### src/hw/rtl/psr_pkg.sv
// ----------------------------------------------------------------------------
// psr_pkg
// Types, constants and helper functions for the PSI section reassembler.
// ----------------------------------------------------------------------------
`default_nettype none

package psr_pkg;

  localparam logic [31:0] CRC_POLY        = 32'h04C1_1DB7;
  localparam logic [31:0] CRC_INIT        = 32'hFFFF_FFFF;
  localparam logic [11:0] MAX_SECTION_LEN = 12'd4093;
  localparam logic [11:0] MIN_EXT_LEN     = 12'd9;
  localparam logic [11:0] MIN_STD_LEN     = 12'd4;
  localparam logic [7:0]  FIXED_BITS_MASK = 8'h30;
  localparam logic [7:0]  EXT_RSV_MASK    = 8'hC0;
  localparam logic [12:0] HDR_STD_BYTES   = 13'd3;
  localparam logic [12:0] HDR_EXT_BYTES   = 13'd8;
  localparam logic [12:0] SECTION_OVERHEAD = 13'd3;

  typedef logic [7:0][7:0] hdr_bytes_t;

  typedef struct packed {
    logic [7:0] payload_byte;
    logic       packet_start;
    logic       unit_start;
  } in_item_t;

  typedef struct packed {
    logic [7:0]  section_byte;
    logic        in_section;
    logic [11:0] byte_offset;
    logic        section_done;
    logic        crc_good;
    logic [31:0] crc_error_count;
    logic [7:0]  table_id;
    logic [15:0] table_id_extension;
    logic [4:0]  version_number;
    logic        current_next;
    logic [7:0]  section_number;
    logic [7:0]  last_section_number;
  } out_item_t;

  // msb-first crc-32 over one byte
  function automatic logic [31:0] crc_byte(input logic [31:0] crc_in, input logic [7:0] b);
    logic [31:0] c;
    c = crc_in ^ {b, 24'h0};
    for (int i = 0; i < 8; i++) begin
      if (c[31]) begin
        c = {c[30:0], 1'b0} ^ CRC_POLY;
      end else begin
        c = {c[30:0], 1'b0};
      end
    end
    return c;
  endfunction

  function automatic logic [11:0] section_len(input hdr_bytes_t h);
    return {h[1][3:0], h[2]};
  endfunction

  function automatic logic header_ok(input hdr_bytes_t h, input logic ext);
    logic [11:0] len;
    logic        ok;
    len = section_len(h);
    ok  = 1'b1;
    if ((h[1] & FIXED_BITS_MASK) != FIXED_BITS_MASK) ok = 1'b0;
    if (len > MAX_SECTION_LEN) ok = 1'b0;
    if (h[1][7]) begin
      if (!ext) ok = 1'b0;
      if ((h[5] & EXT_RSV_MASK) != EXT_RSV_MASK) ok = 1'b0;
      if (h[6] > h[7]) ok = 1'b0;
      if (len < MIN_EXT_LEN) ok = 1'b0;
    end else begin
      if (ext) ok = 1'b0;
      if (len < MIN_STD_LEN) ok = 1'b0;
    end
    return ok;
  endfunction

endpackage

`default_nettype wire

### src/hw/rtl/psr_stream_if.sv
// ----------------------------------------------------------------------------
// psr_stream_if
// Valid/ready channels for payload bytes and section results.
// ----------------------------------------------------------------------------
`default_nettype none

interface psr_in_if import psr_pkg::*; ();
  logic     valid;
  logic     ready;
  in_item_t data;
  modport source (output valid, output data, input ready);
  modport sink (input valid, input data, output ready);
endinterface

interface psr_out_if import psr_pkg::*; ();
  logic      valid;
  logic      ready;
  out_item_t data;
  modport source (output valid, output data, input ready);
  modport sink (input valid, input data, output ready);
endinterface

`default_nettype wire

### src/hw/rtl/psi_section_reassembler_unit.sv
// ----------------------------------------------------------------------------
// psi_section_reassembler_unit
// Rebuilds PSI sections from transport-stream payload bytes with crc check.
// ----------------------------------------------------------------------------
// Takes one payload byte per clock while the result side does not stall and
// returns one result per byte, through an input register, then combinational
// header check and byte-wide crc-32 update, then the result register. The
// byte rate is set by that parser step; the input side keeps accepting
// while a result waits, stopping only when both registers are full.
// Writing a changed extended_mode value restarts the parser and clears the
// crc error count.
`default_nettype none

module psi_section_reassembler_unit import psr_pkg::*; (
  input  wire logic clk,
  input  wire logic rst,
  input  wire logic cfg_we,
  input  wire logic cfg_wdata,
  psr_in_if.sink    ts_in,
  psr_out_if.source sec_out
);

  logic      item_valid;
  in_item_t  item;
  out_item_t result;
  logic      step;

  assign step = item_valid && (!sec_out.valid || sec_out.ready);

  psr_in_reg u_in_reg (
    .clk        (clk),
    .rst        (rst),
    .ts_in      (ts_in),
    .advance    (step),
    .item_valid (item_valid),
    .item       (item)
  );

  psr_core u_core (
    .clk       (clk),
    .rst       (rst),
    .cfg_we    (cfg_we),
    .cfg_wdata (cfg_wdata),
    .step      (step),
    .item      (item),
    .result    (result)
  );

  psr_out_reg u_out_reg (
    .clk     (clk),
    .rst     (rst),
    .advance (step),
    .result  (result),
    .sec_out (sec_out)
  );

  a_done_stored: assert property (@(posedge clk) disable iff (rst)
    sec_out.valid && sec_out.data.section_done |-> sec_out.data.in_section)
    else $error("section end on a byte that was not stored");

  a_good_with_done: assert property (@(posedge clk) disable iff (rst)
    sec_out.valid && sec_out.data.crc_good |-> sec_out.data.section_done)
    else $error("crc status outside section end");

  a_offset_zero: assert property (@(posedge clk) disable iff (rst)
    sec_out.valid && !sec_out.data.in_section |-> sec_out.data.byte_offset == '0)
    else $error("offset on a byte outside a section");

  a_step_loads: assert property (@(posedge clk) disable iff (rst)
    step |=> sec_out.valid && sec_out.data.section_byte == $past(item.payload_byte))
    else $error("result register missed a parser step");

endmodule

`default_nettype wire

### src/hw/rtl/psr_in_reg.sv
// ----------------------------------------------------------------------------
// psr_in_reg
// Input register for payload bytes.
// ----------------------------------------------------------------------------
`default_nettype none

module psr_in_reg import psr_pkg::*; (
  input  wire logic clk,
  input  wire logic rst,
  psr_in_if.sink    ts_in,
  input  wire logic advance,
  output logic      item_valid,
  output in_item_t  item
);

  assign ts_in.ready = !item_valid || advance;

  always_ff @(posedge clk) begin
    if (rst) begin
      item_valid <= 1'b0;
    end else if (ts_in.ready) begin
      item_valid <= ts_in.valid;
    end
  end

  always_ff @(posedge clk) begin
    if (ts_in.valid && ts_in.ready) begin
      item <= ts_in.data;
    end
  end

endmodule

`default_nettype wire

### src/hw/rtl/psr_core.sv
// ----------------------------------------------------------------------------
// psr_core
// Section parser state, header check and crc update for one byte per step.
// ----------------------------------------------------------------------------
`default_nettype none

module psr_core import psr_pkg::*; (
  input  wire logic      clk,
  input  wire logic      rst,
  input  wire logic      cfg_we,
  input  wire logic      cfg_wdata,
  input  wire logic      step,
  input  wire in_item_t  item,
  output out_item_t      result
);

  logic        extended_mode;
  logic        storing_payload;
  hdr_bytes_t  header_store;
  logic [12:0] stored_count;
  logic [12:0] target_size;
  logic [31:0] running_crc;
  logic [31:0] error_counter;
  logic [7:0]  packet_position;
  logic [7:0]  new_section_position;
  logic        pass_finished;
  logic        packet_has_unit_start;

  logic        storing_payload_next;
  hdr_bytes_t  header_store_next;
  logic [12:0] stored_count_next;
  logic [12:0] target_size_next;
  logic [31:0] running_crc_next;
  logic [31:0] error_counter_next;
  logic [7:0]  packet_position_next;
  logic [7:0]  new_section_position_next;
  logic        pass_finished_next;
  logic        packet_has_unit_start_next;

  logic        pointer;
  logic        restart;
  logic        process;
  logic        storing_eff;
  logic [12:0] count_eff;
  logic [12:0] target_eff;
  logic [31:0] crc_eff;
  logic [31:0] crc_upd;
  logic [12:0] count_inc;
  logic [12:0] hdr_size;
  logic        done;
  logic        good;
  logic        show_hdr;
  logic        show_ext;

  always_comb begin
    packet_position_next       = packet_position;
    new_section_position_next  = new_section_position;
    packet_has_unit_start_next = packet_has_unit_start;
    pass_finished_next         = pass_finished;
    pointer                    = 1'b0;
    restart                    = 1'b0;

    if (item.packet_start) begin
      packet_position_next       = '0;
      pass_finished_next         = 1'b0;
      packet_has_unit_start_next = item.unit_start;
      if (item.unit_start) begin
        new_section_position_next = (item.payload_byte == 8'hFF) ? 8'hFF
                                    : item.payload_byte + 8'd1;
        pointer = 1'b1;
      end
    end else begin
      packet_position_next = (packet_position == 8'hFF) ? 8'hFF : packet_position + 8'd1;
      if (packet_has_unit_start && packet_position_next == new_section_position) begin
        packet_has_unit_start_next = 1'b0;
        restart                    = 1'b1;
        pass_finished_next         = 1'b0;
      end
    end

    storing_eff = restart ? 1'b0 : storing_payload;
    count_eff   = restart ? '0 : stored_count;
    target_eff  = restart ? '0 : target_size;
    crc_eff     = restart ? CRC_INIT : running_crc;

    process   = !pointer && !pass_finished_next;
    crc_upd   = crc_byte(crc_eff, item.payload_byte);
    count_inc = count_eff + 13'd1;
    hdr_size  = extended_mode ? HDR_EXT_BYTES : HDR_STD_BYTES;

    header_store_next = header_store;
    if (process && !storing_eff) begin
      header_store_next[count_eff[2:0]] = item.payload_byte;
    end

    storing_payload_next = storing_eff;
    stored_count_next    = count_eff;
    target_size_next     = target_eff;
    running_crc_next     = crc_eff;
    error_counter_next   = error_counter;
    done                 = 1'b0;
    good                 = 1'b0;

    if (process) begin
      running_crc_next  = crc_upd;
      stored_count_next = count_inc;
      if (!storing_eff) begin
        if (count_inc >= hdr_size) begin
          if (header_ok(header_store_next, extended_mode)) begin
            storing_payload_next = 1'b1;
            target_size_next     = {1'b0, section_len(header_store_next)} + SECTION_OVERHEAD;
          end else begin
            storing_payload_next = 1'b0;
            stored_count_next    = '0;
            target_size_next     = '0;
            running_crc_next     = CRC_INIT;
            pass_finished_next   = 1'b1;
          end
        end
      end else if (count_inc >= target_eff) begin
        done = 1'b1;
        good = (crc_upd == '0);
        if (!good && error_counter != '1) begin
          error_counter_next = error_counter + 32'd1;
        end
        pass_finished_next = 1'b1;
      end
    end

    show_hdr = storing_payload_next;
    show_ext = show_hdr && extended_mode;

    result.section_byte        = item.payload_byte;
    result.in_section          = process;
    result.byte_offset         = process ? count_eff[11:0] : '0;
    result.section_done        = done;
    result.crc_good            = good;
    result.crc_error_count     = error_counter_next;
    result.table_id            = show_hdr ? header_store_next[0] : '0;
    result.table_id_extension  = show_ext ? {header_store_next[3], header_store_next[4]} : '0;
    result.version_number      = show_ext ? header_store_next[5][5:1] : '0;
    result.current_next        = show_ext ? header_store_next[5][0] : 1'b0;
    result.section_number      = show_ext ? header_store_next[6] : '0;
    result.last_section_number = show_ext ? header_store_next[7] : '0;

    if (done) begin
      storing_payload_next = 1'b0;
      stored_count_next    = '0;
      target_size_next     = '0;
      running_crc_next     = CRC_INIT;
    end
  end

  always_ff @(posedge clk) begin
    if (rst) begin
      extended_mode         <= 1'b1;
      storing_payload       <= 1'b0;
      stored_count          <= '0;
      target_size           <= '0;
      running_crc           <= CRC_INIT;
      error_counter         <= '0;
      packet_position       <= '0;
      new_section_position  <= '0;
      pass_finished         <= 1'b0;
      packet_has_unit_start <= 1'b0;
    end else if (cfg_we) begin
      if (cfg_wdata != extended_mode) begin
        extended_mode   <= cfg_wdata;
        storing_payload <= 1'b0;
        stored_count    <= '0;
        target_size     <= '0;
        running_crc     <= CRC_INIT;
        error_counter   <= '0;
        pass_finished   <= 1'b0;
      end
    end else if (step) begin
      storing_payload       <= storing_payload_next;
      stored_count          <= stored_count_next;
      target_size           <= target_size_next;
      running_crc           <= running_crc_next;
      error_counter         <= error_counter_next;
      packet_position       <= packet_position_next;
      new_section_position  <= new_section_position_next;
      pass_finished         <= pass_finished_next;
      packet_has_unit_start <= packet_has_unit_start_next;
    end
  end

  always_ff @(posedge clk) begin
    if (step && !cfg_we) begin
      header_store <= header_store_next;
    end
  end

endmodule

`default_nettype wire

### src/hw/rtl/psr_out_reg.sv
// ----------------------------------------------------------------------------
// psr_out_reg
// Result register for section bytes and status.
// ----------------------------------------------------------------------------
`default_nettype none

module psr_out_reg import psr_pkg::*; (
  input  wire logic      clk,
  input  wire logic      rst,
  input  wire logic      advance,
  input  wire out_item_t result,
  psr_out_if.source      sec_out
);

  always_ff @(posedge clk) begin
    if (rst) begin
      sec_out.valid <= 1'b0;
    end else if (advance) begin
      sec_out.valid <= 1'b1;
    end else if (sec_out.ready) begin
      sec_out.valid <= 1'b0;
    end
  end

  always_ff @(posedge clk) begin
    if (advance) begin
      sec_out.data <= result;
    end
  end

endmodule

`default_nettype wire

### src/flat_wrapper.sv
// flat-port wrapper written by rule: the top's interface ports become plain ports
module psi_section_reassembler_unit_flat import psr_pkg::*;
  (clk, rst, cfg_we, cfg_wdata, ts_in_valid, ts_in_data, ts_in_ready, sec_out_valid, sec_out_data, sec_out_ready);
  psr_in_if ts_in_i ();
  psr_out_if sec_out_i ();
  input  wire logic clk;
  input  wire logic rst;
  input  wire logic cfg_we;
  input  wire logic cfg_wdata;
  input wire logic [$bits(ts_in_i.valid)-1:0] ts_in_valid;
  input wire logic [$bits(ts_in_i.data)-1:0] ts_in_data;
  output wire logic [$bits(ts_in_i.ready)-1:0] ts_in_ready;
  output wire logic [$bits(sec_out_i.valid)-1:0] sec_out_valid;
  output wire logic [$bits(sec_out_i.data)-1:0] sec_out_data;
  input wire logic [$bits(sec_out_i.ready)-1:0] sec_out_ready;
  assign ts_in_i.valid = ts_in_valid;
  assign ts_in_i.data = ts_in_data;
  assign ts_in_ready = ts_in_i.ready;
  assign sec_out_valid = sec_out_i.valid;
  assign sec_out_data = sec_out_i.data;
  assign sec_out_i.ready = sec_out_ready;
  psi_section_reassembler_unit u_core (.clk(clk), .rst(rst), .cfg_we(cfg_we), .cfg_wdata(cfg_wdata), .ts_in(ts_in_i), .sec_out(sec_out_i));
endmodule
### config.mk
export PLATFORM = sky130hd
export DESIGN_NAME = psi_section_reassembler_unit_flat
export DESIGN_NICKNAME = d
export VERILOG_FILES = /design/src/hw/rtl/psr_pkg.sv /design/src/hw/rtl/psr_stream_if.sv /design/src/hw/rtl/psi_section_reassembler_unit.sv /design/src/hw/rtl/psr_in_reg.sv /design/src/hw/rtl/psr_core.sv /design/src/hw/rtl/psr_out_reg.sv /design/src/flat_wrapper.sv
export SDC_FILE = /design/constraint.sdc
export NUM_CORES = 1
export LEC_CHECK = 0
export ABC_AREA = 1
export BUFFER_PORTS_ARGS = -buffer_cell sky130_fd_sc_hd__buf_4
export CELL_PAD_IN_SITES_DETAIL_PLACEMENT = 0
export CELL_PAD_IN_SITES_GLOBAL_PLACEMENT = 2
export CORE_MARGIN = 2
export CORE_UTILIZATION = 32
export DETAILED_ROUTE_END_ITERATION = 8
export GPL_ROUTABILITY_DRIVEN = 0
export PLACE_DENSITY = 0.75
export SETUP_SLACK_MARGIN = 0.15
export SYNTH_ARGS = -nofsm -noshare
export SYNTH_HDL_FRONTEND = slang
export SYNTH_HIERARCHICAL = 1
export SYNTH_SLANG_ARGS = --single-unit
### constraint.sdc
create_clock -name clk -period 5.3 [get_ports clk]
set_input_delay 0.53 -clock clk [delete_from_list [all_inputs] [get_ports clk]]
set_output_delay 0.53 -clock clk [all_outputs]
set_load 0.01 [all_outputs]
==> results_dict.tcl <==
set metrics [dict create \
    worstPathArrival_ns 5.34 \
    power.density_nw_per_um2 303 \
    ys.warnings.count 6 \
    crit_path_frequent_cell "nor2_4" \
    period_share_pct 94.7 \
    max-cap-violations 0 \
    place_hpwl_mm 35.6 \
    htree_levels 2 \
    ys_seq_area_share_pct 45.2 \
    ant_nets 0 \
    numPortBuffers 118 \
    synth_top_area_share_pct 31.6 \
    top_layer_used "met4" \
    peakVddDrop_mv 0.203 \
    critical_path_class "register to register" \
    maxSlewHeadroom_pct 14.6 \
    crit_required_ns 5.62 \
    hold_viol 0 \
    status "complete, no violations" \
    path_delay_family "simple AND/OR/NAND/NOR gates" \
    root_buffer "clkbuf_16" \
    dieArea_um2 53500 \
    final_area_um2 20200 \
    clock_sink_count 286 \
    synth_common_cells "nand2_1 (783), inv_1 (311), edfxtp_1 (174), nor2_1 (154), nand3_1 (151)" \
    wl_met1_mm 25.5 \
    fin_crit_ns 5.02 \
    worst_pin_slew_ns 1.28 \
    clkTransAtPathRegs_ns 0.06 \
    ioPinCount 119 \
    synthCells 2245 \
    ys.flop_type "edfxtp_1" \
    dpl_cell_area_um2 18100 \
    totalWireLength_mm 52.5 \
    placementRows 83 \
    start_util_pct 32.3 \
    avgSynthCellArea_um2 7.37 \
    reg2reg_setup_slack_ns 0.28 \
    die_w_um 231 \
    cts_buffer_depth 3 \
    synth-edff-count 174 \
    cts_tree "built" \
    syn_to_final_growth_pct 22.1 \
    grt_pass1_vias 13800 \
    slew_viol_final 0 \
    critical_path.max_stage_delay_ns 0.35 \
    syn-num-nets 2292 \
    grt_max_degree 60 \
    worst_skew_pair.late_latency_ns 0.56 \
    wl_met2_mm 23.8 \
    wl_per_cell_um 16.9 \
    grt_overflow 0 \
    whs_endpoint "u_core/u_in_reg/item[8]" \
    dr.pass1.iters 5 \
    die_y_um 231 \
    nFillCells 5341 \
    drt_iter0_markers 1113 \
    fin_nets 2443 \
    holdCritStartpoint "ts_in_data[8]" \
    critPathCaptureType "register" \
    synth_cell_types 52 \
    reg2reg_depth 36 \
    cpMaxStageDelayCell "dfxtp_2" \
    hp-class "primary input to register" \
    grt_usage_pct 19.2 \
    ys_async_sr_fraction_pct 0 \
    cts_buffers 37 \
    finClkSkew_ns 0.0174 \
    viasPerCell 4.77 \
    yosysTopAreaCell "edfxtp_1" \
    yosys_register_bits 286 \
    p_leak_nw 9.36 \
    holdWs_ns 0.153 \
    start_kind "register" \
    synth.most_common_cell "nand2_1" \
    worstHoldPathCells 1 \
    antenna_cells 0 \
    rr_endpoint "u_core/u_out_reg/sec_out.data[73]" \
    grt_pass1_wl_mm 80.1 \
    synth_area_leaders "edfxtp_1 (32%), nand2_1 (18%), dfxtp_1 (14%)" \
    crit_fanout 7 \
    coreArea_um2 51200 \
    rsz0062_at_grt "true" \
    wl_met3_mm 2.13 \
    drive_above_1_share_pct 17.0 \
    max_clock_freq_mhz 199 \
    netlist_area_um2 16500 \
    antenna_found_initial 0 \
    drc 0 \
    reg2reg_from "u_core/u_core/packet_position[1]" \
    path_buf_inv 7 \
    vias 14800 \
    setup_violations 0 \
]
-- flip-flops by register name, indices dropped and copies added (netlist names), 8 cells and up --
register,flops
u_core/u_core/target_size,13
u_core/u_in_reg/item,10
u_core/u_core/packet_position,8
u_core/u_core/new_section_position,8
u_core/u_core/stored_count,13
u_core/u_core/header_store,63
u_core/u_out_reg/sec_out.data,101
u_core/u_core/error_counter,32
u_core/u_core/running_crc,32
-- cell usage in the layout, fill, tap and decap left out, types with 6 or more instances in the layout --
| cell type | count |
|---|---|
| nand4_1 | 17 |
| nand3b_1 | 11 |
| ha_1 | 26 |
| a21oi_1 | 103 |
| buf_4 | 194 |
| nand2_1 | 761 |
| nor2_2 | 9 |
| inv_2 | 16 |
| o21ai_0 | 93 |
| a21oi_2 | 6 |
| edfxtp_1 | 174 |
| xor2_1 | 20 |
| o21ai_1 | 30 |
| nor2_1 | 146 |
| clkbuf_16 | 42 |
| inv_1 | 308 |
| o21bai_1 | 7 |
| dfxtp_2 | 6 |
| nand2_4 | 8 |
| clkinv_2 | 8 |
| clkbuf_1 | 11 |
| dfxtp_1 | 106 |
| nand3_1 | 142 |
| nand3_2 | 11 |
| o21ai_2 | 9 |
| nand2_2 | 37 |
| nor4_1 | 7 |
| nor3_1 | 19 |
| nor2_4 | 12 |
-- per-stage QoR --
stage               power [mW]  util [%]  cells  worst slack (ns)  TNS (ns)
floorplan                 3.25         -   2245             0.146         0
global placement          3.60      35.4   2995           0.00804         0
detailed placement        3.60      35.4   2995            -0.120    -0.144
CTS                       6.15      38.4   3092             0.155         0
global route              6.42      39.4   3105           -0.0322   -0.0978
finish                    6.11      39.4   3105             0.280         0
-- logic make-up (layout without fill, tap and decap cells) --
group                      after synthesis  in the layout  share of synthesized area (%)
and+or+nand+nor                       1203           1204                           31.0
buffers and inverters                  421            600                           10.7
DFF                                    286            286                           45.2
AOI/OAI and AO/OA                      271            271                           8.94
xor gates and xnor gates                33             33                           1.93
adders and majority gates               31             31                           2.35
-- what timing repair did --
item | CTS | global route
setup endpoints to repair | 76 | 170
hold buffers | 0 | 0
buffers inserted | 28 | 9
gates resized for setup | 26 | 95
cloned | 1 | 4
pin swaps | 22 | 48
-- area by class of cell --
| cell class | instances | area (um^2) | area share, % |
|---|---|---|---|
| sequential | 286 | 7470 | 37.0 |
| clock inverter | 18 | 194 | 0.960 |
| inverter | 325 | 1220 | 6.05 |
| multi-input combinational | 1539 | 7750 | 38.4 |
| clock buffer | 50 | 1010 | 4.98 |
| timing repair buffer | 207 | 1700 | 8.40 |
| tap | 680 | 851 | 4.21 |
-- power breakdown --
group / switching [mW] / internal (mW)
Sequential: 0.0439 / 2.46
Combinational: 0.767 / 0.343
Clock: 1.01 / 1.49
Total: 1.82 / 4.29
-- worst max-delay path by stage --
| stage | startpoint | endpoint | slack (ns) | cells past startpoint |
|---|---|---|---|---|
| after global routing | u_core/u_core/packet_position[1] | u_core/u_out_reg/sec_out.data[73] | -0.03 | 36 |
| after floorplan | u_core/u_core/packet_position[0] | u_core/u_out_reg/sec_out.data[71] | 0.15 | 33 |
| after detailed placement | u_core/u_core/packet_position[1] | u_core/u_out_reg/sec_out.data[71] | -0.12 | 34 |
| after CTS | u_core/u_core/packet_position[5] | u_core/u_out_reg/sec_out.data[73] | 0.15 | 34 |
| final | u_core/u_core/packet_position[1] | u_core/u_out_reg/sec_out.data[73] | 0.28 | 36 |
| after global placement | u_core/u_core/packet_position[0] | u_core/u_out_reg/sec_out.data[71] | 0.008 | 34 |
-- layer usage --
metal / global-route usage [%] / vias up
met5: 0 / -
met4: 5.26 / 0
met3: 2.51 / 65
met2: 30.8 / 314
met1: 27.2 / 6963
li1: - / 7464
Power figures use the tool's default switching activity.
